===== src/rtl/assert_macros.svh =====
// Assertion macros for the RTL of the NaN run gap filler.
// Depends on i_clk and i_rst_n being visible in the module that uses them.
`ifndef ASSERT_MACROS_SVH
`define ASSERT_MACROS_SVH

// Check a property on every rising clock edge outside reset.
`define ASSERT_CLK(lbl, prop, msg) \
    lbl: assert property (@(posedge i_clk) disable iff (!i_rst_n) (prop)) else $error(msg);

// Check that a condition never holds outside reset.
`define ASSERT_NEVER(lbl, cond, msg) \
    `ASSERT_CLK(lbl, !(cond), msg)

`endif


===== src/rtl/nrgf_pkg.sv =====
// Package for the NaN run gap filler: sizes, register codes, queue command types.
// No dependencies; every RTL module imports it.
package nrgf_pkg;

    localparam int RUN_DEPTH  = 63;
    localparam int RUN_CNT_W  = $clog2(RUN_DEPTH + 1);
    localparam int RUN_IDX_W  = $clog2(RUN_DEPTH);
    localparam int WORD_W     = 32;
    localparam int THR_W      = 6;
    localparam int CFG_IDX_W  = 2;
    localparam int Q_DEPTH    = 4;
    localparam int Q_PTR_W    = $clog2(Q_DEPTH);
    localparam int Q_CNT_W    = $clog2(Q_DEPTH + 1);
    localparam int OUTST_W    = $clog2(Q_DEPTH + 2);

    localparam logic [CFG_IDX_W-1:0] CFG_THRESHOLD = CFG_IDX_W'(0);
    localparam logic [CFG_IDX_W-1:0] CFG_FILL      = CFG_IDX_W'(1);

    localparam logic [THR_W-1:0]  THR_RESET  = THR_W'(60);
    localparam logic [WORD_W-1:0] FILL_RESET = 32'h4100_0000;

    localparam logic [WORD_W-1:0] EXP_MASK  = 32'h7F80_0000;
    localparam logic [WORD_W-1:0] MANT_MASK = 32'h007F_FFFF;

    typedef enum logic {
        CMD_RAW,
        CMD_FILL
    } t_cmd_kind;

    // One queued job: emit count buffered samples (raw or as fill), then
    // optionally one trailing word; the last item carries scan_end.
    typedef struct packed {
        t_cmd_kind            kind;
        logic [RUN_CNT_W-1:0] count;
        logic                 has_word;
        logic [WORD_W-1:0]    word;
        logic                 scan_end;
    } t_cmd;

    // Run buffer write from the front part.
    typedef struct packed {
        logic                 we;
        logic [RUN_IDX_W-1:0] addr;
        logic [WORD_W-1:0]    data;
    } t_buf_wr;

    function automatic logic is_nan(input logic [WORD_W-1:0] w);
        return ((w & EXP_MASK) == EXP_MASK) && ((w & MANT_MASK) != '0);
    endfunction

endpackage


===== src/rtl/nrgf_cmd_fifo.sv =====
// Command queue between the classifying front and the emitting back part.
// Depends on nrgf_pkg for the command type and depth.
module nrgf_cmd_fifo
    import nrgf_pkg::*;
(
    input  logic i_clk,
    input  logic i_rst_n,
    input  logic i_push,
    input  t_cmd i_cmd,
    input  logic i_pop,
    output t_cmd o_cmd,
    output logic o_empty,
    output logic o_full
);

    t_cmd               r_mem [Q_DEPTH];
    logic [Q_PTR_W-1:0] r_wr_ptr;
    logic [Q_PTR_W-1:0] r_rd_ptr;
    logic [Q_CNT_W-1:0] r_count;

    logic do_push;
    logic do_pop;

    assign o_empty = (r_count == '0);
    assign o_full  = (r_count == Q_CNT_W'(Q_DEPTH));
    assign do_push = i_push && !o_full;
    assign do_pop  = i_pop && !o_empty;
    assign o_cmd   = r_mem[r_rd_ptr];

    // Store pushed commands
    always_ff @(posedge i_clk) begin
        if (do_push) begin
            r_mem[r_wr_ptr] <= i_cmd;
        end
    end

    // Advance pointers and occupancy
    always_ff @(posedge i_clk) begin
        if (!i_rst_n) begin
            r_wr_ptr <= '0;
            r_rd_ptr <= '0;
            r_count  <= '0;
        end else begin
            if (do_push) begin
                r_wr_ptr <= (r_wr_ptr == Q_PTR_W'(Q_DEPTH - 1)) ? '0 : r_wr_ptr + 1'b1;
            end
            if (do_pop) begin
                r_rd_ptr <= (r_rd_ptr == Q_PTR_W'(Q_DEPTH - 1)) ? '0 : r_rd_ptr + 1'b1;
            end
            case ({do_push, do_pop})
                2'b10:   r_count <= r_count + 1'b1;
                2'b01:   r_count <= r_count - 1'b1;
                default: r_count <= r_count;
            endcase
        end
    end

endmodule


===== src/rtl/nrgf_front.sv =====
// Front part: configuration registers, NaN classification, run tracking.
// Depends on nrgf_pkg; feeds the command queue and the run buffer write port.
module nrgf_front
    import nrgf_pkg::*;
(
    input  logic                 i_clk,
    input  logic                 i_rst_n,
    input  logic                 i_cfg_we,
    input  logic [CFG_IDX_W-1:0] i_cfg_index,
    input  logic [WORD_W-1:0]    i_cfg_data,
    input  logic                 i_in_valid,
    output logic                 o_in_ready,
    input  logic [WORD_W-1:0]    i_range_word,
    input  logic                 i_scan_end,
    input  logic                 i_q_full,
    output logic                 o_push,
    output t_cmd                 o_cmd,
    output t_buf_wr              o_buf_wr,
    input  logic                 i_raw_done
);

    logic [THR_W-1:0]     r_threshold;
    logic [WORD_W-1:0]    r_fill;
    logic [RUN_CNT_W-1:0] r_pending;
    logic                 r_long;
    logic [OUTST_W-1:0]   r_raw_outst;

    logic [RUN_CNT_W-1:0] n_pending;
    logic                 n_long;
    logic [THR_W-1:0]     eff_thr;
    logic [RUN_CNT_W-1:0] new_cnt;
    logic                 nan;
    logic                 reach;
    logic                 hazard;
    logic                 accept;
    logic                 raw_inc;

    // Clamp threshold to 1..RUN_DEPTH
    always_comb begin
        eff_thr = r_threshold;
        if (eff_thr == '0) begin
            eff_thr = THR_W'(1);
        end
        if (eff_thr > THR_W'(RUN_DEPTH)) begin
            eff_thr = THR_W'(RUN_DEPTH);
        end
    end

    assign nan     = is_nan(i_range_word);
    assign new_cnt = r_pending + 1'b1;
    assign reach   = (new_cnt >= RUN_CNT_W'(eff_thr));
    // Hold a buffered NaN back while a raw flush still reads the buffer
    assign hazard  = nan && !r_long && (r_raw_outst != '0);
    assign o_in_ready = !i_q_full && !hazard;
    assign accept  = i_in_valid && o_in_ready;

    // Classify the transfer and build the queue command
    always_comb begin
        o_push         = 1'b0;
        o_cmd.kind     = CMD_RAW;
        o_cmd.count    = '0;
        o_cmd.has_word = 1'b0;
        o_cmd.word     = r_fill;
        o_cmd.scan_end = i_scan_end;
        o_buf_wr.we    = 1'b0;
        o_buf_wr.addr  = r_pending[RUN_IDX_W-1:0];
        o_buf_wr.data  = i_range_word;
        n_pending      = r_pending;
        n_long         = r_long;
        if (accept) begin
            if (nan) begin
                if (r_long) begin
                    o_push      = 1'b1;
                    o_cmd.kind  = CMD_FILL;
                    o_cmd.count = RUN_CNT_W'(1);
                end else begin
                    o_buf_wr.we = 1'b1;
                    if (reach) begin
                        o_push      = 1'b1;
                        o_cmd.kind  = CMD_FILL;
                        o_cmd.count = new_cnt;
                        n_pending   = '0;
                        n_long      = 1'b1;
                    end else if (i_scan_end) begin
                        o_push      = 1'b1;
                        o_cmd.kind  = CMD_RAW;
                        o_cmd.count = new_cnt;
                        n_pending   = '0;
                    end else begin
                        n_pending   = new_cnt;
                    end
                end
            end else begin
                o_push         = 1'b1;
                o_cmd.kind     = CMD_RAW;
                o_cmd.count    = r_pending;
                o_cmd.has_word = 1'b1;
                o_cmd.word     = i_range_word;
                n_pending      = '0;
                n_long         = 1'b0;
            end
            if (i_scan_end) begin
                n_pending = '0;
                n_long    = 1'b0;
            end
        end
    end

    assign raw_inc = o_push && (o_cmd.kind == CMD_RAW) && (o_cmd.count != '0);

    // Hold configuration and run state
    always_ff @(posedge i_clk) begin
        if (!i_rst_n) begin
            r_threshold <= THR_RESET;
            r_fill      <= FILL_RESET;
            r_pending   <= '0;
            r_long      <= 1'b0;
            r_raw_outst <= '0;
        end else begin
            if (i_cfg_we) begin
                unique case (i_cfg_index)
                    CFG_THRESHOLD: r_threshold <= i_cfg_data[THR_W-1:0];
                    CFG_FILL:      r_fill      <= i_cfg_data;
                    default:       ;
                endcase
            end
            r_pending   <= n_pending;
            r_long      <= n_long;
            r_raw_outst <= r_raw_outst + OUTST_W'(raw_inc) - OUTST_W'(i_raw_done);
        end
    end

endmodule


===== src/rtl/nrgf_back.sv =====
// Back part: run buffer memory and the sequencer that emits queued jobs.
// Depends on nrgf_pkg and assert_macros.svh; drives the output register.
`include "assert_macros.svh"
module nrgf_back
    import nrgf_pkg::*;
(
    input  logic              i_clk,
    input  logic              i_rst_n,
    input  t_buf_wr           i_buf_wr,
    input  t_cmd              i_cmd,
    input  logic              i_q_empty,
    output logic              o_pop,
    output logic              o_raw_done,
    output logic              o_out_valid,
    input  logic              i_out_ready,
    output logic [WORD_W-1:0] o_out_word,
    output logic              o_out_scan_end
);

    typedef enum logic [1:0] {
        S_IDLE,
        S_READ,
        S_LOAD
    } t_state;

    t_state               r_state;
    t_cmd                 r_cmd;
    logic [RUN_CNT_W-1:0] r_idx;
    logic [WORD_W-1:0]    r_rd_data;
    logic [WORD_W-1:0]    r_mem [RUN_DEPTH];
    logic                 r_o_valid;
    logic [WORD_W-1:0]    r_o_word;
    logic                 r_o_end;

    logic in_buf;
    logic last;
    logic out_free;
    logic load;
    logic busy;

    assign in_buf   = (r_idx < r_cmd.count);
    assign last     = in_buf ? ((r_idx == r_cmd.count - 1'b1) && !r_cmd.has_word) : 1'b1;
    assign out_free = !r_o_valid || i_out_ready;
    assign load     = (r_state == S_LOAD) && out_free;
    assign busy     = (r_state != S_IDLE);
    assign o_pop    = (r_state == S_IDLE) && !i_q_empty;
    assign o_raw_done = load && last && (r_cmd.kind == CMD_RAW) && (r_cmd.count != '0);

    assign o_out_valid    = r_o_valid;
    assign o_out_word     = r_o_word;
    assign o_out_scan_end = r_o_end;

    // Write held NaN samples into the run buffer
    always_ff @(posedge i_clk) begin
        if (i_buf_wr.we) begin
            r_mem[i_buf_wr.addr] <= i_buf_wr.data;
        end
    end

    // Sequence one job: fetch each element, then load it into the output register
    always_ff @(posedge i_clk) begin
        if (!i_rst_n) begin
            r_state   <= S_IDLE;
            r_o_valid <= 1'b0;
        end else begin
            // Set valid on a load, drop it once the transfer completes
            if (load) begin
                r_o_valid <= 1'b1;
            end else if (i_out_ready) begin
                r_o_valid <= 1'b0;
            end
            unique case (r_state)
                S_IDLE: begin
                    if (!i_q_empty) begin
                        r_cmd   <= i_cmd;
                        r_idx   <= '0;
                        r_state <= S_READ;
                    end
                end
                S_READ: begin
                    if (in_buf) begin
                        r_rd_data <= r_mem[r_idx[RUN_IDX_W-1:0]];
                    end
                    r_state <= S_LOAD;
                end
                S_LOAD: begin
                    if (out_free) begin
                        r_o_word  <= (in_buf && (r_cmd.kind == CMD_RAW)) ? r_rd_data
                                                                         : r_cmd.word;
                        r_o_end   <= r_cmd.scan_end && last;
                        r_idx     <= r_idx + 1'b1;
                        r_state   <= last ? S_IDLE : S_READ;
                    end
                end
                default: r_state <= S_IDLE;
            endcase
        end
    end

    `ASSERT_CLK(a_idx_bound, busy |-> (r_idx <= r_cmd.count), "index past job length")
    `ASSERT_CLK(a_done_raw, o_raw_done |-> (r_cmd.kind == CMD_RAW), "raw done on fill job")
    `ASSERT_CLK(a_pop_start, o_pop |=> (r_state == S_READ), "pop without job start")
    `ASSERT_NEVER(a_fill_word, busy && (r_cmd.kind == CMD_FILL) && r_cmd.has_word, "fill with word")

endmodule


===== src/rtl/nan_run_gap_filler_top.sv =====
// Top level of the NaN run gap filler: front, command queue, back.
// Depends on nrgf_pkg, nrgf_front, nrgf_cmd_fifo and nrgf_back.
//
//  channel | direction | handshake                    | payload
//  --------+-----------+------------------------------+-----------------------------------
//  cfg     | in        | i_cfg_we                     | i_cfg_index, i_cfg_data
//  in      | in        | i_in_valid / o_in_ready      | i_range_word, i_scan_end
//  out     | out       | o_out_valid / i_out_ready    | o_out_out_word, o_out_out_scan_end
//
// The front takes one input transfer per cycle while the command queue has room and no NaN is held back.
// The back takes each queued job while idle, then emits each output item as a buffer read
// followed by an output load, which waits until the output register is free.
// A NaN that would enter the run buffer stalls while a raw flush still reads it.
// Reset is synchronous, active low; it restores the register defaults and empties
// the queue. The run buffer needs no clearing.
module nan_run_gap_filler_top
    import nrgf_pkg::*;
(
    input  logic                 i_clk,
    input  logic                 i_rst_n,
    input  logic                 i_cfg_we,
    input  logic [CFG_IDX_W-1:0] i_cfg_index,
    input  logic [WORD_W-1:0]    i_cfg_data,
    input  logic                 i_in_valid,
    output logic                 o_in_ready,
    input  logic [WORD_W-1:0]    i_range_word,
    input  logic                 i_scan_end,
    output logic                 o_out_valid,
    input  logic                 i_out_ready,
    output logic [WORD_W-1:0]    o_out_out_word,
    output logic                 o_out_out_scan_end
);

    t_cmd    push_cmd;
    t_cmd    head_cmd;
    t_buf_wr buf_wr;
    logic    push;
    logic    pop;
    logic    q_empty;
    logic    q_full;
    logic    raw_done;

    // Classify input transfers
    nrgf_front u_front (
        .i_clk        (i_clk),
        .i_rst_n      (i_rst_n),
        .i_cfg_we     (i_cfg_we),
        .i_cfg_index  (i_cfg_index),
        .i_cfg_data   (i_cfg_data),
        .i_in_valid   (i_in_valid),
        .o_in_ready   (o_in_ready),
        .i_range_word (i_range_word),
        .i_scan_end   (i_scan_end),
        .i_q_full     (q_full),
        .o_push       (push),
        .o_cmd        (push_cmd),
        .o_buf_wr     (buf_wr),
        .i_raw_done   (raw_done)
    );

    // Decouple front and back
    nrgf_cmd_fifo u_fifo (
        .i_clk   (i_clk),
        .i_rst_n (i_rst_n),
        .i_push  (push),
        .i_cmd   (push_cmd),
        .i_pop   (pop),
        .o_cmd   (head_cmd),
        .o_empty (q_empty),
        .o_full  (q_full)
    );

    // Emit jobs in order
    nrgf_back u_back (
        .i_clk          (i_clk),
        .i_rst_n        (i_rst_n),
        .i_buf_wr       (buf_wr),
        .i_cmd          (head_cmd),
        .i_q_empty      (q_empty),
        .o_pop          (pop),
        .o_raw_done     (raw_done),
        .o_out_valid    (o_out_valid),
        .i_out_ready    (i_out_ready),
        .o_out_word     (o_out_out_word),
        .o_out_scan_end (o_out_out_scan_end)
    );

endmodule

===== config.mk =====
export PLATFORM = sky130hd
export DESIGN_NAME = nan_run_gap_filler_top
export DESIGN_NICKNAME = d
export VERILOG_FILES = /design/src/rtl/nrgf_pkg.sv /design/src/rtl/nrgf_cmd_fifo.sv /design/src/rtl/nrgf_front.sv /design/src/rtl/nrgf_back.sv /design/src/rtl/nan_run_gap_filler_top.sv
export VERILOG_INCLUDE_DIRS = /design/src /design/src/rtl
export SDC_FILE = /design/constraint.sdc
export NUM_CORES = 2
export LEC_CHECK = 0
export BUFFER_PORTS_ARGS = -buffer_cell sky130_fd_sc_hd__buf_4
export CAP_MARGIN = 20
export CORE_MARGIN = 2
export CORE_UTILIZATION = 35
export DETAILED_ROUTE_END_ITERATION = 16
export PLACE_DENSITY_LB_ADDON = 0.12
export SLEW_MARGIN = 10
export SYNTH_ARGS = -nofsm -noshare
export SYNTH_HDL_FRONTEND = slang
export SYNTH_SLANG_ARGS = --single-unit

===== constraint.sdc =====
create_clock -name i_clk -period 7.9 [get_ports i_clk]
set_clock_uncertainty 0.15 [all_clocks]
set_input_delay 1.185 -clock i_clk [delete_from_list [all_inputs] [get_ports i_clk]]
set_output_delay 1.185 -clock i_clk [all_outputs]
set_load 0.005 [all_outputs]

# Yosys cells after proc, flatten, opt, wreduce, memory -nomap -nowiden
# Memories as Yosys holds them, arrays and structs flattened. A register that Yosys moved wholly into a read port is not among the register bits.
# Cells that the tools add are included.
# word_totals
reg_bits	97
ramBits	2180
in_bits	72
output_inout_bits	35
wordCells	128
memories	2
# mem_list
name	words	width	read_ports	rd_clocked_by_memory_dff	wr	line_no	source
u_back.r_mem	63	32	1	1	1	nrgf_back.sv:30	logic [WORD_W-1:0] r_mem [RUN_DEPTH];
u_fifo.r_mem	4	41	1	1	1	nrgf_cmd_fifo.sv:16	t_cmd r_mem [Q_DEPTH];
# op_classes
add_sub_neg	9
order_cmp	3
n_eq_ne	13
n_mux	42
bitwise	3
reduce_logical	43
# ops
operator	n
2-to-1 mux 6 bit	9
2-to-1 mux 40 bit	1
2-to-1 mux 33 bit	1
2-to-1 mux 32 bit	1
nonzero test 32 bit	1
2-to-1 mux 7 bit	3
2-to-1 mux 1 bit	20
logical AND 1 bit	17
adder 6 x 1 -> 6 bit (second input constant)	2
case mux 6 bit (2 select lines)	1
nonzero test 6 bit	2
AND reduction 3 bit	3
equality test 2 bit (second input constant)	4
equality test 8 bit (second input constant)	1
2-to-1 mux 2 bit	4
AND reduction 2 bit	4
equality test 2 x 1 -> 1 bit (second input constant)	3
equality test 6 bit	1
greater-or-equal comparator 6 bit	1
> comparator 6 bit (second input constant)	1
logical NOT 1 bit	6
logical NOT 6 bit	1
less-than comparator 6 bit	1
case mux 2 bit (3 select lines)	1
other kinds (18)	24

# Logic depth before layout (Yosys ltp)
# logic_depth
depth_word	14
mapped_depth	19
mapped_depth_nobuf	15

# By module
# A second synthesis with hierarchy kept.
# hier_totals
hier_cells	4072
hier_area_um2	90755.8
# by_module_without_submodules
module	n_inst	cells_per_inst	area_per_inst_um2	seq_area_each_um2
nrgf_back	1	3430	81251.7	63961.3
nrgf_cmd_fifo	1	271	6461.2	5104.9
nrgf_front	1	371	3042.9	960.9

# Least setup slack after synthesis
# OpenSTA, ideal clock, no wires.
# synth_timing
path_type	input to register
from	input i_range_word[29]
to	memory u_back.r_mem[108][0] (netlist: u_back.r_mem[54][0]), enable pin
setup_ps	421
arrival_ps	3802
required_ps	7329
setup_slack_ps	3527
cell_stages	7
path_buffers	2
cell_sequence	nand4_1 nor2_1 o21a_1 clkbuf_1 clkbuf_1 nand4_1 nor2_1
# synth_via
elab_chain_cells	10
# synth_rtl
item	line_no	source
from (decl)	nan_run_gap_filler_top.sv:26	input logic [WORD_W-1:0] i_range_word,
equality test 8 bit *	nrgf_pkg.sv:48	return ((w & EXP_MASK) == EXP_MASK) && ((w & MANT_MASK) != '0);
logical AND 1 bit *	nrgf_pkg.sv:48	
logical AND 1 bit (2 in series)	nrgf_front.sv:53	assign hazard = nan && !r_long && (r_raw_outst != '0);
logical NOT 1 bit	nrgf_front.sv:54	assign o_in_ready = !i_q_full && !hazard;
logical AND 1 bit	nrgf_front.sv:54	
logical AND 1 bit	nrgf_front.sv:55	assign accept = i_in_valid && o_in_ready;
2-to-1 mux 1 bit *	nrgf_front.sv:70	if (accept) begin
2-to-1 mux 1 bit *	nrgf_back.sv:55	if (i_buf_wr.we) begin
2-to-1 mux 1 bit (not written as such) *	nrgf_back.sv:56	r_mem[i_buf_wr.addr] <= i_buf_wr.data;
to (decl)	nrgf_back.sv:30	
# Mark *: on every way between the ends. The rest lies on a longest branch, timed or not.

# Worst setup path in the final report
# layout_timing
from	input i_range_word[4]
to	output o_in_ready
# layout_via
elab_chain_cells	6
# layout_rtl
item	line_no	source
nonzero test 32 bit	nrgf_pkg.sv:48	
logical AND 1 bit	nrgf_pkg.sv:48	
logical AND 1 bit (2 in series)	nrgf_front.sv:53	
logical NOT 1 bit	nrgf_front.sv:54	
logical AND 1 bit	nrgf_front.sv:54	
to (decl)	nan_run_gap_filler_top.sv:25	output logic o_in_ready,
# Every way passes these cells.

==> impl_metrics.py <==
metrics = {
    "power_and_ir_drop": {
        "intPower_w": 0.02330,
        "power_frac_comb_pct": 19.8,
        "power_density_nw_per_um2": 308.7,
        "p_sw_w": 0.008959,
        "p_clk_share_pct": 35.8,
        "peakVddDrop_uv": 239.8,
        "p_leak_nw": 32.62,
        "swShare_pct": 27.77,
        "p_seq_share_pct": 44.4,
    },
    "die": {
        "die_h_um": 512.1,
        "num_rows": 186,
        "dieArea_sq_um": 262300,
        "coreArea_sq_um": 256900,
        "die_w_um": 512.1,
        "ios": 107,
        "initial_utilization_pct": 35.18,
    },
    "global_route": {
        "track_usage_pct": 20.34,
        "overflow": 0,
        "grt_max_degree": 93,
        "grt_pass1_vias": 43781,
        "antenna_found_initial": 24,
        "grt_pass1_wl_mm": 370.1,
    },
    "critical_path": {
        "crit_type": "input pin to output port",
        "worstPathRequired_ns": 6.57,
        "worstPathArrival_ns": 3.59,
        "crit_path_start_kind": "input pin",
        "cp_max_fo": 45,
        "endpoint_kind": "output port",
        "critPathLaunch": "i_range_word[4]",
        "critPathMaxStageDelay_ns": 0.71,
        "critPathMostFrequentCell": "buf_4",
        "slowest_stage": "nor4_1",
        "path_cells": "buf_4 > nor4_1 > nand2_1 > o21a_1 > a21boi_0 > buf_4",
        "r2r-start": "u_back.r_idx[0]$_SDFFCE_PN0P_",
    },
    "clocking": {
        "post_cts_buffers": 0,
        "hold_buffers": 0,
        "tritoncts": "built",
        "cts_num_sinks": 2350,
        "htreeDepth": 5,
        "cts_buffer_depth": 4,
        "cts_buffers": 275,
        "cts.clk_slew.worst_paths_ns": 0.06,
        "clockRootBuffer": "clkbuf_16",
        "cts.repair.resized": 0,
        "clock_latency_ns": 0.90,
    },
    "synth": {
        "synth.largest_area_cell": "edfxtp_1",
        "yosys.cell_types.count": 58,
        "ys_seq_area_share_pct": 77.44,
        "avgSynthCellArea_sq_um": 22.41,
        "syn_nets": 4129,
        "netlist_top_cells_count": "edfxtp_1, mux4_2, nand2_1, nor2_1, clkbuf_1",
        "synth_enable_flop_cells": 2292,
        "synthesis.area_sq_um": 90370,
        "synth_ff_type": "edfxtp_1",
        "syn_inst": 4032,
        "async_flop_share_pct": 0,
        "yosys-top-cells-area": "edfxtp_1, mux4_2, dfxtp_1",
        "synth-seq-cells": 2350,
        "yosysTopAreaCellShare_pct": 76.16,
        "ys_warn_count": 0,
        "synth_most_common_cell": "edfxtp_1",
    },
    "job": {
        "maxCapViolations": 0,
    },
    "timing": {
        "fin_crit_ns": 4.927,
        "tns_ns": 0,
        "max_slew_margin_pct": 19.18,
        "hold_viol_final": 0,
        "holdWs_ns": 0.3173,
        "grt_setup_unrepaired": "no",
        "fin_crit_sh_pct": 62.37,
        "setup_viol": 0,
        "max_freq_mhz": 203.0,
        "worst_slew_pin_slew_ns": 1.209,
        "slew_violations": 0,
    },
    "detailed_routing": {
        "met3_length_mm": 13.90,
        "wl_per_cell_um": 33.76,
        "drcViolationCount": 0,
        "met1_length_mm": 118.4,
        "drtAntennaViolNets": 0,
        "wl_met2_mm": 129.7,
        "firstDrtPassIters": 7,
        "vias_per_cell": 5.417,
        "vias": 43067,
        "drtIter0Drc": 4413,
        "wl_mm": 268.4,
        "topRoutingLayerUsed": "met5",
    },
    "final_layout": {
        "stdcell_count": 7950,
        "layout-drive-gt1-share_pct": 30.29,
        "nets": 4474,
        "syn_to_final_growth_pct": 15.61,
    },
    "place": {
        "gp_congestion": 0.8254,
        "port_buffers": 106,
        "place_hpwl_mm": 163.9,
        "placed_cells": 7484,
    },
    "worst_hold_path": {
        "min_path_type": "flop to flop",
        "min_from": "u_front.r_fill[14]$_SDFFE_PN0P_",
    },
    "status": {
        "status": "complete, no violations",
    },
}
## layer usage
| layer | vias up | track usage (%) |
|---|---|---|
| met3 | 341 | 2.791 |
| met5 | - | 0 |
| met1 | 23740 | 29.15 |
| met4 | 2 | 5.024 |
| li1 | 17680 | - |
| met2 | 1304 | 32.87 |
## stage by stage
step | worst slack, ns | instance area [sq um] | util, % | total power, W
2_1_floorplan | 3.527 | 90370 | - | 0.01823
5_1_grt | 2.940 | 104500 | 40.66 | 0.03333
3_5_place_dp | 2.389 | 96530 | 37.57 | 0.02114
4_1_cts | 3.014 | 104500 | 40.66 | 0.03270
3_3_place_gp | 2.411 | 96430 | 37.53 | 0.02112
6_report | 2.973 | 104500 | 40.67 | 0.03226
## flip-flops by register name, indices dropped and copies added, names as in the netlist, 3 cells and up
| register | count |
|---|---|
| u_back.r_mem | 2016 |
| u_front.r_fill | 32 |
| u_front.r_raw_outst | 3 |
| u_fifo.r_count | 3 |
| u_back.r_rd_data | 32 |
| u_back.o_out_word | 32 |
| u_front.r_pending | 6 |
| u_front.r_threshold | 6 |
| u_fifo.r_mem | 164 |
| u_back.r_cmd | 41 |
| u_back.r_idx | 6 |
## cell families after synthesis
kind of cell             count (synthesis)  synth area share, %
flip-flops                            2350                77.44
multiplexers                           776                17.13
AND/OR/NAND/NOR                        386                1.905
AO/OA/AOI/OAI                          241                1.815
buffers and inverters                  240                1.206
adder cells (fa/ha/maj)                 25               0.3627
XOR/XNOR                                14               0.1357
## placed cells by master, fill, tap and decap left out, drive strengths merged, types with 23 or more instances in the layout
cell,Yosys,layout
dfxtp,58,58
buf,111,279
a21boi,38,38
a21oi,35,35
a22oi,33,33
clkinv,0,91
nor2,122,122
mux2,68,68
edfxtp,2292,2292
nand2,150,150
mux2i,98,98
ha,23,23
clkbuf,101,357
inv,28,33
mux4,610,610
o21ai,49,49
## critical path: cells and delay by family
family,cells,cell delay (ns)
AO/OA/AOI/OAI,2,0.91
AND/OR/NAND/NOR,2,0.91
buffers and inverters,2,0.43
## worst paths after layout
kind | depth (start not counted) | end | slack, ns
setup / recovery | 6 | o_in_ready | 2.97
hold / removal | 2 | u_front.r_fill[14]$_SDFFE_PN0P_ | 0.32
setup reg to reg | 6 | u_back.r_rd_data[4]$_DFFE_PP_ | 3.38
hold reg to reg | 2 | u_front.r_fill[14]$_SDFFE_PN0P_ | 0.32
## final cells by class
cell class	count	area (sq um)
repair buffers	280	2370
fillers	22683	152400
diodes	7	17.52
clock inverters	102	624.3
flip-flops and latches	2350	69990
clock buffers	357	7315
multi-input cells	1442	19820
well taps	3384	4234
inverters	28	112.6
## power by group through the flow
stage | sequential, W | combinational, W | clock (W)
after floorplan | 0.0145 | 0.00373 | 0
after global placement | 0.0146 | 0.00652 | 0
after detailed placement | 0.0146 | 0.00654 | 0
after CTS | 0.0143 | 0.00655 | 0.0118
after global routing | 0.0144 | 0.00671 | 0.0123
final | 0.0143 | 0.00639 | 0.0115
Power figures use the tool's default switching activity.
